File: src/rtl/lrle_pkg.sv
package lrle_pkg;

  localparam int RUN_W   = 16;
  localparam int PAD_W   = 13;
  localparam int BLANK_W = 16;
  localparam int POS_W   = 16;
  localparam int WIDTH_W = 13;
  localparam int KIND_W  = 2;

  localparam logic [WIDTH_W-1:0] WIDTH_MAX       = 13'd4096;
  localparam logic [WIDTH_W-1:0] ROW_WIDTH_RESET = 13'd64;
  localparam logic [POS_W-1:0]   POS_MAX         = 16'hFFFF;

  localparam logic [KIND_W-1:0] KIND_RUN     = 2'd0;
  localparam logic [KIND_W-1:0] KIND_ROW_END = 2'd1;
  localparam logic [KIND_W-1:0] KIND_PAT_END = 2'd2;

  localparam logic [7:0] CH_SPACE   = 8'h20;
  localparam logic [7:0] CH_TAB     = 8'h09;
  localparam logic [7:0] CH_NEWLINE = 8'h0A;
  localparam logic [7:0] CH_ZERO    = 8'h30;
  localparam logic [7:0] CH_NINE    = 8'h39;
  localparam logic [7:0] CH_ROW_END = 8'h24;
  localparam logic [7:0] CH_PAT_END = 8'h21;
  localparam logic [7:0] CH_DEAD    = 8'h62;

  typedef struct packed {
    logic [KIND_W-1:0]  item_kind;
    logic               cell_alive;
    logic [RUN_W-1:0]   run_length;
    logic [PAD_W-1:0]   pad_length;
    logic [BLANK_W-1:0] blank_rows;
    logic               overflow;
  } result_t;

endpackage

File: src/rtl/lrle_char_if.sv
interface lrle_char_if;
  logic       valid;
  logic       ready;
  logic [7:0] char_code;

  modport source (output valid, output char_code, input ready);
  modport sink (input valid, input char_code, output ready);
endinterface

File: src/rtl/lrle_result_if.sv
interface lrle_result_if;
  logic                             valid;
  logic                             ready;
  logic [lrle_pkg::KIND_W-1:0]      item_kind;
  logic                             cell_alive;
  logic [lrle_pkg::RUN_W-1:0]       run_length;
  logic [lrle_pkg::PAD_W-1:0]       pad_length;
  logic [lrle_pkg::BLANK_W-1:0]     blank_rows;
  logic                             overflow;

  modport source (output valid, output item_kind, output cell_alive, output run_length,
                  output pad_length, output blank_rows, output overflow, input ready);
  modport sink (input valid, input item_kind, input cell_alive, input run_length,
                input pad_length, input blank_rows, input overflow, output ready);
endinterface

File: src/rtl/lrle_skid.sv
// Output register with one skid entry, so the producer may push in the
// cycle in which the consumer stalls.
module lrle_skid (
  input  logic              clk,
  input  logic              rst,
  input  logic              push_valid,
  input  lrle_pkg::result_t push_data,
  output logic              push_ready,
  output logic              pop_valid,
  input  logic              pop_ready,
  output lrle_pkg::result_t pop_data
);

  logic              out_valid;
  lrle_pkg::result_t out_data;
  logic              skid_valid;
  lrle_pkg::result_t skid_data;
  logic              pop_fire;

  assign push_ready = !skid_valid;
  assign pop_valid  = out_valid;
  assign pop_data   = out_data;
  assign pop_fire   = out_valid && pop_ready;

  always_ff @(posedge clk) begin
    if (rst) begin
      out_valid  <= 1'b0;
      skid_valid <= 1'b0;
    end else begin
      if (skid_valid) begin
        // No push is taken while the skid entry is full.
        if (pop_fire) begin
          out_valid  <= 1'b1;
          skid_valid <= 1'b0;
        end
      end else if (push_valid) begin
        if (!out_valid || pop_fire) begin
          out_valid <= 1'b1;
        end else begin
          skid_valid <= 1'b1;
        end
      end else if (pop_fire) begin
        out_valid <= 1'b0;
      end
    end
  end

  always_ff @(posedge clk) begin
    if (skid_valid) begin
      if (pop_fire) begin
        out_data <= skid_data;
      end
    end else if (push_valid) begin
      if (!out_valid || pop_fire) begin
        out_data <= push_data;
      end else begin
        skid_data <= push_data;
      end
    end
  end

endmodule

File: src/rtl/life_rle_pattern_decoder_unit.sv
// Run-length pattern decoder for cellular-automaton text.
// The char_in channel takes one byte of pattern text per item. Whitespace is
// skipped, digits build a run count, 'b' and every other cell character emit
// a cell run, '$' emits a row end with its dead padding and the number of
// extra blank rows, and '!' emits a pattern end and returns to the start.
// The result_out channel carries at most one item for each accepted byte.
// The row width is set through cfg_we / cfg_wdata; the user must write it only while the block is idle (not enforced).
// A result is registered in the output register, or in the skid entry while the receiver stalls.
// Throughput: one byte per cycle while the skid entry is empty; the count and row position are
// updated by a single short step in the cycle of acceptance, so nothing in
// the block loops.
// When the receiver stalls, the result held in the output register waits and
// one more result can enter a skid entry; char_in.ready falls only while
// that skid entry is full.
// Reset (rst, synchronous, active high) clears the count, the row position
// and both output entries, and sets the row width to 64.
module life_rle_pattern_decoder_unit #(
  parameter int COUNT_BITS = 16
) (
  input  logic                          clk,
  input  logic                          rst,
  input  logic                          cfg_we,
  input  logic [lrle_pkg::WIDTH_W-1:0]  cfg_wdata,
  lrle_char_if.sink                     char_in,
  lrle_result_if.source                 result_out
);

  // The sum of position and count must hold either operand plus a carry.
  localparam int SUM_W = ((COUNT_BITS > lrle_pkg::POS_W) ? COUNT_BITS : lrle_pkg::POS_W) + 1;
  localparam int MUL_W = COUNT_BITS + 4;
  localparam logic [COUNT_BITS-1:0] COUNT_MAX = {COUNT_BITS{1'b1}};

  // Architectural state.
  logic [COUNT_BITS-1:0]         pending_count;
  logic                          count_present;
  logic [lrle_pkg::POS_W-1:0]    row_position;
  logic [lrle_pkg::WIDTH_W-1:0]  row_width;

  logic [COUNT_BITS-1:0]         pending_count_next;
  logic                          count_present_next;
  logic [lrle_pkg::POS_W-1:0]    row_position_next;

  logic accept;
  logic is_space;
  logic is_digit;
  logic is_row_end;
  logic is_pat_end;

  logic [COUNT_BITS-1:0]         run_count;
  logic                          run_zero;
  logic [MUL_W-1:0]              times_ten;
  logic [COUNT_BITS-1:0]         digit_count;
  logic [SUM_W-1:0]              pos_sum;
  logic [lrle_pkg::POS_W-1:0]    pos_advanced;
  logic [lrle_pkg::WIDTH_W-1:0]  width_eff;
  logic                          pad_ovf;
  logic [lrle_pkg::PAD_W-1:0]    pad_cells;

  logic              res_valid;
  lrle_pkg::result_t res;
  logic              buf_ready;
  logic              buf_valid;
  lrle_pkg::result_t buf_data;

  assign accept = char_in.valid && char_in.ready;

  // Character classes.
  assign is_space   = (char_in.char_code == lrle_pkg::CH_SPACE) ||
                      (char_in.char_code == lrle_pkg::CH_TAB) ||
                      (char_in.char_code == lrle_pkg::CH_NEWLINE);
  assign is_digit   = (char_in.char_code >= lrle_pkg::CH_ZERO) &&
                      (char_in.char_code <= lrle_pkg::CH_NINE);
  assign is_row_end = (char_in.char_code == lrle_pkg::CH_ROW_END);
  assign is_pat_end = (char_in.char_code == lrle_pkg::CH_PAT_END);

  // An empty count stands for a run of one.
  assign run_count = count_present ? pending_count : COUNT_BITS'(1);
  assign run_zero  = (run_count == '0);

  // Next decimal digit: count * 10 as two shifts and an add, then saturate.
  assign times_ten = (MUL_W'(pending_count) << 3) + (MUL_W'(pending_count) << 1) +
                     MUL_W'(char_in.char_code - lrle_pkg::CH_ZERO);
  assign digit_count = (times_ten > MUL_W'(COUNT_MAX)) ? COUNT_MAX
                                                       : times_ten[COUNT_BITS-1:0];

  // Row position after a cell run, saturating at its register width.
  assign pos_sum      = SUM_W'(row_position) + SUM_W'(run_count);
  assign pos_advanced = (pos_sum > SUM_W'(lrle_pkg::POS_MAX)) ? lrle_pkg::POS_MAX
                                                              : pos_sum[lrle_pkg::POS_W-1:0];

  // Padding to the row width; a position past the width clamps to zero.
  // When no overflow occurs the position is at most 4096 and fits the pad.
  assign width_eff = (row_width > lrle_pkg::WIDTH_MAX) ? lrle_pkg::WIDTH_MAX : row_width;
  assign pad_ovf   = (row_position > lrle_pkg::POS_W'(width_eff));
  assign pad_cells = pad_ovf ? '0 : (width_eff - row_position[lrle_pkg::PAD_W-1:0]);

  always_comb begin
    pending_count_next = pending_count;
    count_present_next = count_present;
    row_position_next  = row_position;
    res_valid          = 1'b0;
    res                = '0;
    priority if (is_space) begin
      // Whitespace leaves everything as it is.
    end else if (is_digit) begin
      pending_count_next = digit_count;
      count_present_next = 1'b1;
    end else if (is_row_end) begin
      pending_count_next = '0;
      count_present_next = 1'b0;
      // An explicit zero count does not end the row.
      if (!run_zero) begin
        row_position_next = '0;
        res_valid         = 1'b1;
        res.item_kind     = lrle_pkg::KIND_ROW_END;
        res.pad_length    = pad_cells;
        res.blank_rows    = lrle_pkg::BLANK_W'(run_count - COUNT_BITS'(1));
        res.overflow      = pad_ovf;
      end
    end else if (is_pat_end) begin
      pending_count_next = '0;
      count_present_next = 1'b0;
      row_position_next  = '0;
      res_valid          = 1'b1;
      res.item_kind      = lrle_pkg::KIND_PAT_END;
      res.pad_length     = pad_cells;
      res.overflow       = pad_ovf;
    end else begin
      pending_count_next = '0;
      count_present_next = 1'b0;
      row_position_next  = pos_advanced;
      res_valid          = 1'b1;
      res.item_kind      = lrle_pkg::KIND_RUN;
      res.cell_alive     = (char_in.char_code != lrle_pkg::CH_DEAD);
      res.run_length     = lrle_pkg::RUN_W'(run_count);
    end
  end

  always_ff @(posedge clk) begin
    if (rst) begin
      pending_count <= '0;
      count_present <= 1'b0;
      row_position  <= '0;
      row_width     <= lrle_pkg::ROW_WIDTH_RESET;
    end else begin
      if (accept) begin
        pending_count <= pending_count_next;
        count_present <= count_present_next;
        row_position  <= row_position_next;
      end
      if (cfg_we) begin
        row_width <= cfg_wdata;
      end
    end
  end

  lrle_skid u_skid (
    .clk        (clk),
    .rst        (rst),
    .push_valid (accept && res_valid),
    .push_data  (res),
    .push_ready (buf_ready),
    .pop_valid  (buf_valid),
    .pop_ready  (result_out.ready),
    .pop_data   (buf_data)
  );

  assign char_in.ready         = buf_ready;
  assign result_out.valid      = buf_valid;
  assign result_out.item_kind  = buf_data.item_kind;
  assign result_out.cell_alive = buf_data.cell_alive;
  assign result_out.run_length = buf_data.run_length;
  assign result_out.pad_length = buf_data.pad_length;
  assign result_out.blank_rows = buf_data.blank_rows;
  assign result_out.overflow   = buf_data.overflow;

endmodule

File: src/flat_wrapper.sv
// flat-port wrapper written by rule: the top's interface ports become plain ports
module life_rle_pattern_decoder_unit_flat 
#(
  parameter int COUNT_BITS = 16
)
  (clk, rst, cfg_we, cfg_wdata, char_in_valid, char_in_char_code, char_in_ready, result_out_valid, result_out_item_kind, result_out_cell_alive, result_out_run_length, result_out_pad_length, result_out_blank_rows, result_out_overflow, result_out_ready);
  lrle_char_if char_in_i ();
  lrle_result_if result_out_i ();
  input  logic clk;
  input  logic rst;
  input  logic cfg_we;
  input  logic [lrle_pkg::WIDTH_W-1:0] cfg_wdata;
  input wire logic [$bits(char_in_i.valid)-1:0] char_in_valid;
  input wire logic [$bits(char_in_i.char_code)-1:0] char_in_char_code;
  output wire logic [$bits(char_in_i.ready)-1:0] char_in_ready;
  output wire logic [$bits(result_out_i.valid)-1:0] result_out_valid;
  output wire logic [$bits(result_out_i.item_kind)-1:0] result_out_item_kind;
  output wire logic [$bits(result_out_i.cell_alive)-1:0] result_out_cell_alive;
  output wire logic [$bits(result_out_i.run_length)-1:0] result_out_run_length;
  output wire logic [$bits(result_out_i.pad_length)-1:0] result_out_pad_length;
  output wire logic [$bits(result_out_i.blank_rows)-1:0] result_out_blank_rows;
  output wire logic [$bits(result_out_i.overflow)-1:0] result_out_overflow;
  input wire logic [$bits(result_out_i.ready)-1:0] result_out_ready;
  assign char_in_i.valid = char_in_valid;
  assign char_in_i.char_code = char_in_char_code;
  assign char_in_ready = char_in_i.ready;
  assign result_out_valid = result_out_i.valid;
  assign result_out_item_kind = result_out_i.item_kind;
  assign result_out_cell_alive = result_out_i.cell_alive;
  assign result_out_run_length = result_out_i.run_length;
  assign result_out_pad_length = result_out_i.pad_length;
  assign result_out_blank_rows = result_out_i.blank_rows;
  assign result_out_overflow = result_out_i.overflow;
  assign result_out_i.ready = result_out_ready;
  life_rle_pattern_decoder_unit #(.COUNT_BITS(COUNT_BITS)) u_core (.clk(clk), .rst(rst), .cfg_we(cfg_we), .cfg_wdata(cfg_wdata), .char_in(char_in_i), .result_out(result_out_i));
endmodule
File: config.mk
export PLATFORM = sky130hd
export DESIGN_NAME = life_rle_pattern_decoder_unit_flat
export DESIGN_NICKNAME = d
export VERILOG_FILES = /design/src/rtl/lrle_pkg.sv /design/src/rtl/lrle_char_if.sv /design/src/rtl/lrle_result_if.sv /design/src/rtl/lrle_skid.sv /design/src/rtl/life_rle_pattern_decoder_unit.sv /design/src/flat_wrapper.sv
export SDC_FILE = /design/constraint.sdc
export NUM_CORES = 1
export LEC_CHECK = 0
export BUFFER_PORTS_ARGS = -buffer_cell sky130_fd_sc_hd__buf_4
export CORE_UTILIZATION = 40
export DETAILED_ROUTE_END_ITERATION = 16
export GPL_TIMING_DRIVEN = 0
export PLACE_DENSITY_LB_ADDON = 0.05
export SYNTH_ARGS = -nofsm -noshare
export SYNTH_HDL_FRONTEND = slang
export SYNTH_SLANG_ARGS = --single-unit
File: constraint.sdc
create_clock -name clk -period 6.1 [get_ports clk]
set_input_delay 0.61 -clock clk [delete_from_list [all_inputs] [get_ports clk]]
set_output_delay 0.61 -clock clk [all_outputs]
set_load 0.01 [all_outputs]
==> qor.csv <==
stage;metric;value;unit
outcome;outcome;finished clean;
synthesis;synth_top_area_share;32.2;%
timing;fin_ws;2.10;ns
clock_tree;htree_num_levels;4;
floorplan;die_x;153;um
synthesis;synth_compound_area_share;18.4;%
global_route;antenna_found_initial;0;
critical_path;reg2reg_slack;2.10;ns
clock_tree;cts_tree;done;
floorplan;dieArea;0.0234;mm2
power_and_ir_drop;ir_worst_vdd;0.176;mV
route;drc_errors;0;
clock_tree;ctsHoldBuffers;0;
floorplan;ioPinCount;77;
synthesis;synth_top_family_by_area;compound AO/OA/AOI/OAI gates;
power_and_ir_drop;total_power;2.57;mW
critical_path;worstReg2RegStart;u_core.count_present$_SDFFE_PP0P_;
synthesis;ys_async_sr_fraction;0;%
synthesis;synth_edf_count;98;
critical_path;worstPathCellList;buf_4 > clkbuf_1 > nand2_1 > inv_1 > ha_1 > a21o_1 > a21o_1 > a2111oi_2 > o21ai_0 > o41ai_1 > o21ai_1 > buf_2 > nor2_1 > o2bb2ai_1;
synthesis;synth_ff_type;edfxtp_1;
global_route;grt_pass1_wl;36.3;mm
timing;timing.slew.headroom;50.3;%
critical_path;worstPathRequired;6.40;ns
critical_path;slowest_stage;o41ai_1;
critical_path;worstSetupEndpointType;register;
clock_tree;cts.sinks;146;
route;drt_iter0_drc;482;
timing;max_freq;250;MHz
cells_and_area;area_delta_synth_final;17.6;%
synthesis;synth_area_leader_cell;edfxtp_1;
global_route;use_met2;28.4;%
cells_and_area;fin_nets;1150;
placed_design;port-buffer-count;74;
global_route;grtUsageTotal;19.8;%
power_and_ir_drop;power_density;239;mW/mm2
floorplan;die-height;153;um
synthesis;ys_seq_area_share;42.7;%
hold_path;hp-start;cfg_wdata[6];
power_and_ir_drop;p_sw;723;uW
cells_and_area;layout_commonest_cell;nand2_1;
route;drtAntennaViolNets;0;
cells_and_area;drive_above_1_share;14.8;%
critical_path;worst_path_largest_cell_delay;0.54;ns
power_and_ir_drop;swShare;28.1;%
route;via_per_inst;5.24;
timing;drv_slew;0;
synthesis;synth_fa_ha_area_share;12.8;%
cells_and_area;diodes;0;
cells_and_area;fillCellCount;2097;
power_and_ir_drop;p_int;1.85;mW
synthesis;synth_mux_area_share;1.68;%
timing;rsz0062_at_grt;false;
synthesis;yosys.area_share.simple;15.0;%
synthesis;ys_warn_count;0;
global_route;grt_max_degree;28;
clock_tree;post_cts_resize_count;0;
clock_tree;cts.reportedPaths.clkPinSlew;0.07;ns
power_and_ir_drop;p_comb_share;15.8;%
synthesis;synth_cell_types;73;
floorplan;core_area;0.0221;mm2
global_route;busiest_layer;met1;
critical_path;crit_fanout;10;
placed_design;dp_slack;1.78;ns
power_and_ir_drop;p_leak;4.49;nW
synthesis;synthTopCellsByArea;edfxtp_1, dfxtp_1, ha_1;
hold_path;holdPathEnd;u_core.row_width[6]$_SDFFE_PP1P_;
critical_path;crit_type;register to register;
critical_path;startpoint_type;register;
power_and_ir_drop;p_seq_share;43.6;%
clock_tree;post-cts-setup-buffers;0;
placed_design;placed_area;0.0101;mm2
timing;hold_violations;0;
cells_and_area;layout_common_cells;nand2_1, nor2_1, edfxtp_1;
timing;fin_worst_skew;0.0128;ns
timing;period_needed;4.00;ns
hold_path;hp-class;primary input to register;
placed_design;gp_congestion;0.808;
timing;tightest_slew;0.743;ns
critical_path;crit_path_frequent_cell;a21o_1;
synthesis;yosys_register_bits;146;
floorplan;initial_core_util;41.4;%
synthesis;syn_area;0.00914;mm2
flow_run;drv_cap;0;
synthesis;syn_nets;1051;
route;wirelength;22.4;mm
route;wl_per_cell;16.8;um
hold_path;holdPathStages;2;
global_route;grt.overflow.total;0;
clock_tree;cts_buffers;17;
route;dr.pass1.iters;5;
timing;post-route-period-util;65.6;%
critical_path;rr_endpoint;u_core.row_position[13]$_SDFFE_PP0P_;
clock_tree;root_buffer;clkbuf_16;
critical_path;r2r.worst_path.cells;14;
placed_design;hpwlAfterDp;17.4;mm
synthesis;synth_cells;942;
critical_path;crit_arrival;4.30;ns
synthesis;avgSynthCellArea;9.70;um2
global_route;use_met1;30.3;%
cells_and_area;fin_area;0.0107;mm2
clock_tree;insertion_delay;0.43;ns
global_route;use_met3;3.29;%
floorplan;row_count;54;
timing;setup_violations;0;
synthesis;synth_xor_xnor_area_share;4.22;%
route;vias;6996;
power_and_ir_drop;clkPwrFrac;40.7;%
global_route;first_global_vias;6553;
timing;fin_tns_setup;0;ns
clock_tree;cts.path.max_buffers;2;
==> cell usage after synthesis, drive strengths merged (3+ instances only) <==
master and number:
nand4 6, or2 5, ha 66, o21ai 38, mux2 3, nand2b 13, nand3 12, a21o 17
o2111ai 4, o21bai 3, nor2b 12, dfxtp 48, a2111oi 4, or3 5, clkbuf 22, nor2 105
a211o 3, a21oi 58, a41oi 3, xor2 10, inv 74, edfxtp 98, nor3 17, a31oi 17
o31ai 46, buf 16, mux2i 12, and2 7, o2bb2ai 14, nand2 107, a211oi 4, xnor2 34
o21a 12, fa 17, and3 4
==> sequential cells by signal (all words and copies together), names as in the netlist <==
name                      flops
u_core.u_skid.pop_data       49
u_core.u_skid.skid_data      49
u_core.pending_count         16
u_core.row_position          16
u_core.row_width             13
u_core.count_present          1
u_core.u_skid.pop_valid       1
u_core.u_skid.skid_valid      1
==> power groups by stage <==
stage / clock, mW / combinational (mW) / sequential (mW)
after CTS: 1.06 / 0.407 / 1.12
after floorplan: 0 / 0.251 / 1.16
after detailed placement: 0 / 0.406 / 1.14
after global placement: 0 / 0.395 / 1.15
final: 1.05 / 0.405 / 1.12
after global routing: 1.11 / 0.453 / 1.13
==> routing by layer <==
metal	wire [um]	vias to the layer above
met1	12000	3273
met5	0	-
li1	-	3571
met2	9440	133
met3	766	19
met4	263	0
==> logic make-up after synthesis <==
logic type	after synthesis
buffers and inverters	112
AND/OR/NAND/NOR	303
XOR/XNOR	44
AO/OA/AOI/OAI	239
adder cells (fa/ha/maj)	83
multiplexers	15
flip-flops	146
==> worst max-delay path, delay by kind of cell (launching register included) <==
kind / cells / cell delay [ns]
compound gates: 7 / 1.86
simple gates: 2 / 0.41
flops: 1 / 0.32
fa+ha+maj: 1 / 0.28
buf+inv: 4 / 1.00
==> metrics by stage <==
stage / hold WS [ns] / util, % / cells
detailed placement: 0.483 / 45.9 / 1302
global route: 0.387 / 48.6 / 1334
global placement: 0.477 / 45.5 / 1296
floorplan: 0.449 / - / 942
CTS: 0.381 / 48.6 / 1334
finish: 0.394 / 48.6 / 1334
==> how the worst max path moves through the flow <==
stage                                            from                                    end  slack, ns  depth (start not counted)
floorplan           u_core.count_present$_SDFFE_PP0P_   u_core.u_skid.skid_data[0]$_DFFE_PP_       0.52                          9
global placement    u_core.count_present$_SDFFE_PP0P_  u_core.u_skid.skid_data[42]$_DFFE_PP_      -1.66                          9
detailed placement               char_in_char_code[4]   u_core.pending_count[5]$_SDFFE_PP0P_       1.78                         15
CTS                 u_core.count_present$_SDFFE_PP0P_   u_core.row_position[13]$_SDFFE_PP0P_       2.14                         14
global route                     char_in_char_code[4]   u_core.pending_count[5]$_SDFFE_PP0P_       1.83                         15
finish              u_core.count_present$_SDFFE_PP0P_   u_core.row_position[13]$_SDFFE_PP0P_       2.10                         14
==> area by class of cell <==
cell class / instances / area (um2) / area share [%]
buffer: 38 / 198 / 1.84
clock buffer: 17 / 425 / 3.96
clock inverter: 15 / 170 / 1.58
inverter: 74 / 280 / 2.61
multi-input combinational: 684 / 4780 / 44.5
sequential: 146 / 3900 / 36.3
tap: 280 / 350 / 3.26
timing repair buffer: 80 / 636 / 5.92
Power figures use the tool's default switching activity.
